<file path="config.mk">
export PLATFORM = sky130hd
export DESIGN_NAME = rast_combine
export DESIGN_NICKNAME = d
export VERILOG_FILES = /design/src/rtl/rast_pkg.sv /design/src/rtl/rast_combine.sv
export SDC_FILE = /design/constraint.sdc
export NUM_CORES = 1
export LEC_CHECK = 0
export ABC_AREA = 1
export BUFFER_PORTS_ARGS = -buffer_cell sky130_fd_sc_hd__buf_2
export CAP_MARGIN = 20
export CORE_MARGIN = 3
export CORE_UTILIZATION = 28
export DETAILED_ROUTE_END_ITERATION = 10
export PLACE_DENSITY = 0.47
export RECOVER_POWER = 25
export SYNTH_ARGS = -nofsm -noshare
export SYNTH_HDL_FRONTEND = slang
export SYNTH_SLANG_ARGS = --single-unit
</file>
<file path="constraint.sdc">
create_clock -name vclk -period 4
set_input_delay 0.8 -clock vclk [all_inputs]
set_output_delay 0.8 -clock vclk [all_outputs]
set_load 0.01 [all_outputs]
</file>
<file path="src/rtl/rast_pkg.sv">
// Shared definitions for the range aggregate segment tree.
// Field widths, register indexes, request and combine mode codes, identity values.
// No dependencies; imported by rast_combine and range_aggregate_segment_tree_top.
package rast_pkg;

  // Widths of the word fields and configuration registers.
  localparam int DATA_W     = 32;
  localparam int INDEX_W    = 10;
  localparam int COUNT_W    = 11;
  localparam int MODE_W     = 2;
  localparam int CFG_IDX_W  = 1;
  localparam int CFG_DATA_W = 11;

  // Configuration register indexes.
  localparam logic [CFG_IDX_W-1:0] REG_LEAF_COUNT   = 1'd0;
  localparam logic [CFG_IDX_W-1:0] REG_COMBINE_MODE = 1'd1;

  // Reset value of the leaf count register.
  localparam logic [COUNT_W-1:0] LEAF_COUNT_RST = 11'd1024;

  // Request types.
  localparam logic REQ_UPDATE = 1'b0;
  localparam logic REQ_QUERY  = 1'b1;

  // Combine modes. The unused code acts as minimum.
  localparam logic [MODE_W-1:0] MODE_SUM = 2'd0;
  localparam logic [MODE_W-1:0] MODE_MAX = 2'd1;
  localparam logic [MODE_W-1:0] MODE_MIN = 2'd2;

  localparam logic [DATA_W-1:0] INT_MAX = 32'h7FFF_FFFF;
  localparam logic [DATA_W-1:0] INT_MIN = 32'h8000_0000;

  // Identity element of each combine mode.
  function automatic logic [DATA_W-1:0] identity_of(input logic [MODE_W-1:0] mode);
    logic [DATA_W-1:0] res;
    if (mode[1]) begin
      res = INT_MAX;
    end else if (mode == MODE_MAX) begin
      res = INT_MIN;
    end else begin
      res = '0;
    end
    return res;
  endfunction

endpackage

</file>
<file path="src/rtl/rast_combine.sv">
// Shared combine unit of the segment tree: wrapping sum, signed maximum or minimum.
// Depends on rast_pkg for widths and mode codes.
module rast_combine (
  input  logic [rast_pkg::MODE_W-1:0] mode,
  input  logic [rast_pkg::DATA_W-1:0] x,
  input  logic [rast_pkg::DATA_W-1:0] y,
  output logic [rast_pkg::DATA_W-1:0] z
);
  import rast_pkg::*;

  logic y_lt_x;
  logic x_lt_y;

  assign y_lt_x = $signed(y) < $signed(x);
  assign x_lt_y = $signed(x) < $signed(y);

  // Bit 1 of the mode selects minimum, so the unused code also takes the minimum.
  always_comb begin
    if (mode[1]) begin
      z = y_lt_x ? y : x;
    end else if (mode == MODE_MAX) begin
      z = x_lt_y ? y : x;
    end else begin
      z = x + y;
    end
  end

endmodule

</file>
==> results of run 1 <==
[stage by stage]
step	hold slack [ns]	instance area, um^2	setup TNS (ns)	util
2_1_floorplan	1.806	4591	0	-
3_5_place_dp	2.021	5614	-1.951	0.3521
6_report	2.019	5971	0	0.3745
4_1_cts	2.027	5629	0	0.3531
3_3_place_gp	2.015	5614	-2.403	0.3521
5_1_grt	2.071	5971	-0.1137	0.3745
[worst max-delay path, delay by kind of cell]
family	cells	cell delay, ns
buffers and inverters	6	0.84
and+or+nand+nor	6	0.92
adders and majority gates	1	0.30
AOI/OAI and AO/OA	2	0.22
[area by class of cell]
class | count | area, um^2
fill | 1857 | 9972
multi-input combinational | 726 | 3994
timing repair buffer | 154 | 1012
inverter | 185 | 694.4
tap | 216 | 270.3
[cell usage after synthesis]
master	number
a21o_1	3
a211oi_1	1
fa_1	1
nand3_2	2
o211ai_1	1
and2b_1	1
and3_1	1
nand4_1	11
nor4_1	3
buf_1	2
nand2_2	2
o21a_1	3
inv_1	185
o21ai_0	42
ha_1	63
nor3_2	1
o21ai_1	3
nor3_1	14
a21oi_1	59
nand2_1	299
nand3_1	143
xor2_1	6
o31ai_1	1
o21bai_1	4
and2_1	1
buf_4	1
clkbuf_1	12
nor2_1	61
buf_2	14
[cells by family (layout without fill, tap and decap cells)]
family	Yosys count	count (layout)
compound gates	117	117
simple gates	539	539
fa+ha+maj	64	64
xor+xnor	6	6
buf+inv	214	339
[worst paths after layout]
path,start,end
worst max-delay path,y[31],z[30]
worst min-delay path,x[0],z[0]
[power breakdown]
part / total [mW] / internal [mW] / leakage (nW) / switching [mW]
registers: 0 / 0 / 0 / 0
logic: 1.01 / 0.394 / 3.57 / 0.612
clock network: 0 / 0 / 0 / 0
total: 1.01 / 0.394 / 3.57 / 0.612
[routing by layer]
layer  GRT usage  up-vias  share of wire
li1            -     3221              -
met4     0.01301        0          0.012
met2      0.3310      131           0.45
met3    0.006377       12          0.038
met1      0.2746     2710           0.50
met5           0        -              0
[repair_timing]
action,4_1_cts,5_1_grt
setup buffers,0,5
pin swaps,0,10
gates resized for setup,6,44
endpoints found under the setup margin,26,32
cloned,0,4
==> impl_metrics.tcl, run 1 <==
set metrics [dict create \
    outcome "finished, final reports clean" \
    fmax_ghz 0.2567 \
    critPathLaunchType "input port" \
    grt_pass1_vias 5628 \
    place_inst 1272 \
    syn_to_final_growth_pct 30.06 \
    critPathSlowestCell "ha_4" \
    drt_iter0_markers 346 \
    wl_um 18610 \
    relSlewSlack 0.3546 \
    gp_congestion 0.9351 \
    ys_seq_area_frac 0 \
    worst_path_largest_cell_delay_ns 0.30 \
    grt_max_degree 39 \
    period_needed_ns 3.896 \
    start_util 0.2879 \
    setup_violations 0 \
    synth_xor_area_frac 0.01145 \
    synth_cell_type_count 29 \
    synth_area_um2 4591 \
    grt_usage 0.1903 \
    clkbuf_count 0 \
    worstPathMaxFanout 8 \
    syn_inst 940 \
    final_antenna_net_count 0 \
    worstMarginPinSlew_ns 0.9670 \
    hold_viol 0 \
    synth.area.top_cells "nand2_1 24%, ha_1 17%, nand3_1 16%, inv_1 15%, a21oi_1 6.4%" \
    syn_avg_cell_area_um2 4.884 \
    synth.largest_area_cell "nand2_1" \
    routedWlPerCell_um 14.53 \
    slew_violations 0 \
    synthesis.nets 1070 \
    die-area_um2 17970 \
    rows 46 \
    layout_common_cells "293 x nand2_1, 183 x inv_1, 140 x nand3_1" \
    cts_hold_buf 0 \
    seq_cells 0 \
    synthAdderAreaFrac 0.1761 \
    powerDensity_nw_per_um2 168.6 \
    crit_arrival_ns 3.10 \
    p_leak_nw 3.565 \
    final_common_cell "nand2_1" \
    grt_overflow 0 \
    min_period_over_period 0.9740 \
    p_total_mw 1.007 \
    final_cells 1281 \
    synthSimpleGateAreaFrac 0.4982 \
    worstPathRequired_ns 3.20 \
    fin_ws_ns 0.1038 \
    pre_cts_ws_ns -0.3207 \
    die_w_um 134.0 \
    end_kind "primary output" \
    coreArea_um2 15940 \
    grt_antenna_before_repair 0 \
    peakVddDrop_mv 0.06948 \
    portBuffers 98 \
    crit_type "in -> out" \
    drv_cap 0 \
    grt_pass1_wl_um 28610 \
    seq_area_um2 0 \
    holdCritPathClass "in -> out" \
    crit_chain "buf_2 > inv_1 > ha_4 > nand4_1 > nor3_4 > buf_4 > a21oi_2 > buf_4 > nand3_4 > nand3_4 > clkbuf_16 > o21ai_0 > nand2_1 > nand2_1 > buf_2" \
    ios 98 \
    synth_top_family_by_area "simple AND/OR/NAND/NOR gates" \
    vias 6074 \
    synth_compound_area_frac 0.1346 \
    drc 0 \
    yosys_warnings 0 \
    antennaDiodeCount 0 \
    fin_nets 1197 \
    synthMuxAreaShare 0 \
    drive_above_1_share 0.1803 \
    netlist.area_leader.share 0.2445 \
    die_height_um 134.0 \
    first_pass_iters 5 \
    viasPerCell 4.742 \
    hold_depth 6 \
    dpl.hpwl_um 14600 \
]
(Power assumes the default switching activity.)
==> run 2: changes to the inputs <==
CORE_UTILIZATION = 59   (was 28)
PLACE_DENSITY = 0.85   (was 0.47)
==> run 2 against run 1 <==
Critical endpoint is now z[10]. Count of clock-buffer cells in the layout unchanged. Fmax up 1.1%. Via count up 3.3%. Hold slack worse by 0.0022 ns. Global-route usage up 14 points. Final cell count down 11%.
==> impl_metrics.tcl, run 2 (same netlist as run 1, synthesis figures left out) <==
set metrics [dict create \
    slew_violations 0 \
    layout_common_cells "296 x nand2_1, 185 x inv_1, 141 x nand3_1" \
    final_common_cell "nand2_1" \
    syn_to_final_growth_pct 20.11 \
    end_kind "primary output" \
    grt_antenna_before_repair 0 \
    peakVddDrop_mv 0.1449 \
    fin_util 0.7443 \
    p_total_uw 924.7 \
    route.layer.met1.wl_um 6979 \
    fmax_ghz 0.2595 \
    holdCritPathClass "in -> out" \
    drv_cap 0 \
    route.met3.wl_um 1630 \
    crit_type "in -> out" \
    setup_violations 0 \
    seq_power_share 0 \
    pre_cts_ws_ns 0.04273 \
    fin_nets 1177 \
    p_sw_uw 577.4 \
    finalSetupTns_ns 0 \
    critPathLaunchType "input port" \
    final_cells 1144 \
    gp_congestion 1.065 \
    relSlewSlack 0.7159 \
    routed.top_layer "met4" \
    grt_usage 0.3323 \
    seq_area_um2 0 \
    fin_area_um2 5514 \
    p_leak_nw 3.429 \
    coreArea_um2 7408 \
    worstPathRequired_ns 3.20 \
    min_period_over_period 0.9635 \
    routedWlPerCell_um 13.85 \
    powerDensity_nw_per_um2 167.7 \
    fin_ws_ns 0.1458 \
    first_pass_iters 5 \
    seq_cells 0 \
    worstPathMaxFanout 20 \
    wl_um 15840 \
    antennaDiodeCount 0 \
    fillers 694 \
    crit_start "y[13]" \
    start_util 0.6197 \
    whs_ns 2.017 \
    die_height_um 94.21 \
    worstMarginPinSlew_ns 0.4217 \
    drc 0 \
    clkPwrFrac 0 \
    final_antenna_net_count 0 \
    dr_wl_met2_um 6934 \
    die_w_um 94.21 \
    period_needed_ns 3.854 \
    rows 31 \
    die-area_um2 8876 \
    power_frac_comb 1.000 \
    place_inst 1140 \
    grt_overflow 0 \
    post_dp_cell_area_um2 5355 \
    grt_max_degree 44 \
    viasPerCell 5.483 \
    grt_pass1_vias 5301 \
    p_sw_frac 0.6244 \
    outcome "finished, final reports clean" \
    crit_arrival_ns 3.05 \
    drive_above_1_share 0.1550 \
    crit_end "z[10]" \
    dpl.hpwl_um 12320 \
    cts_hold_buf 0 \
    vias 6273 \
    internal_power_uw 347.3 \
    grt_pass1_wl_um 24410 \
    hold_viol 0 \
    drt_iter0_markers 589 \
    ios 98 \
    clkbuf_count 0 \
    portBuffers 98 \
]
## run 2: how the worst min path moves through the flow
stage | from | endpoint | slack (ns) | cells after the start
after CTS | x[6] | z[6] | 2.02 | 6
after global routing | x[10] | z[10] | 2.05 | 6
final | x[6] | z[6] | 2.02 | 6
after global placement | x[17] | z[17] | 2.01 | 6
after floorplan | x[0] | z[0] | 1.81 | 4
after detailed placement | x[6] | z[6] | 2.02 | 6
## run 2: what timing repair did
item                                   4_1_cts  5_1_grt
buffers inserted                             0        2
setup endpoints to repair                    0       31
resized for setup                            0       29
endpoints found under the hold margin        0        0
## run 2: metal layers
metal | track usage | vias to the layer above
met3 | 0.03526 | 34
met4 | 0.06619 | 0
met5 | 0 | -
li1 | - | 3180
met2 | 0.5431 | 339
met1 | 0.4690 | 2720
## run 2: power groups by stage
stage               registers, mW  clock network (mW)  logic [mW]
floorplan                       0                   0       0.569
global placement                0                   0       0.850
detailed placement              0                   0       0.858
CTS                             0                   0       0.863
global route                    0                   0        1.03
finish                          0                   0       0.925
## run 2: final cells by class
type               instances  area (um^2)  share of cell area
multi-input cells        726         3876              0.7030
inverters                185        694.4              0.1259
well taps                 99        123.9             0.02246
repair buffers           134        819.5              0.1486
## run 2: critical path, cell delays in order
cell	delay (ns)
buf_2	0.11
inv_1	0.07
ha_1	0.34
inv_1	0.10
nor3_2	0.23
and2b_1	0.22
nand2_1	0.07
nand2_1	0.05
nand2_1	0.10
nand2_2	0.13
nand2_1	0.09
nand2_2	0.13
clkbuf_16	0.20
nand2_1	0.06
nand3_1	0.08
nand2_1	0.05
nand2_1	0.05
inv_1	0.03
buf_2	0.12
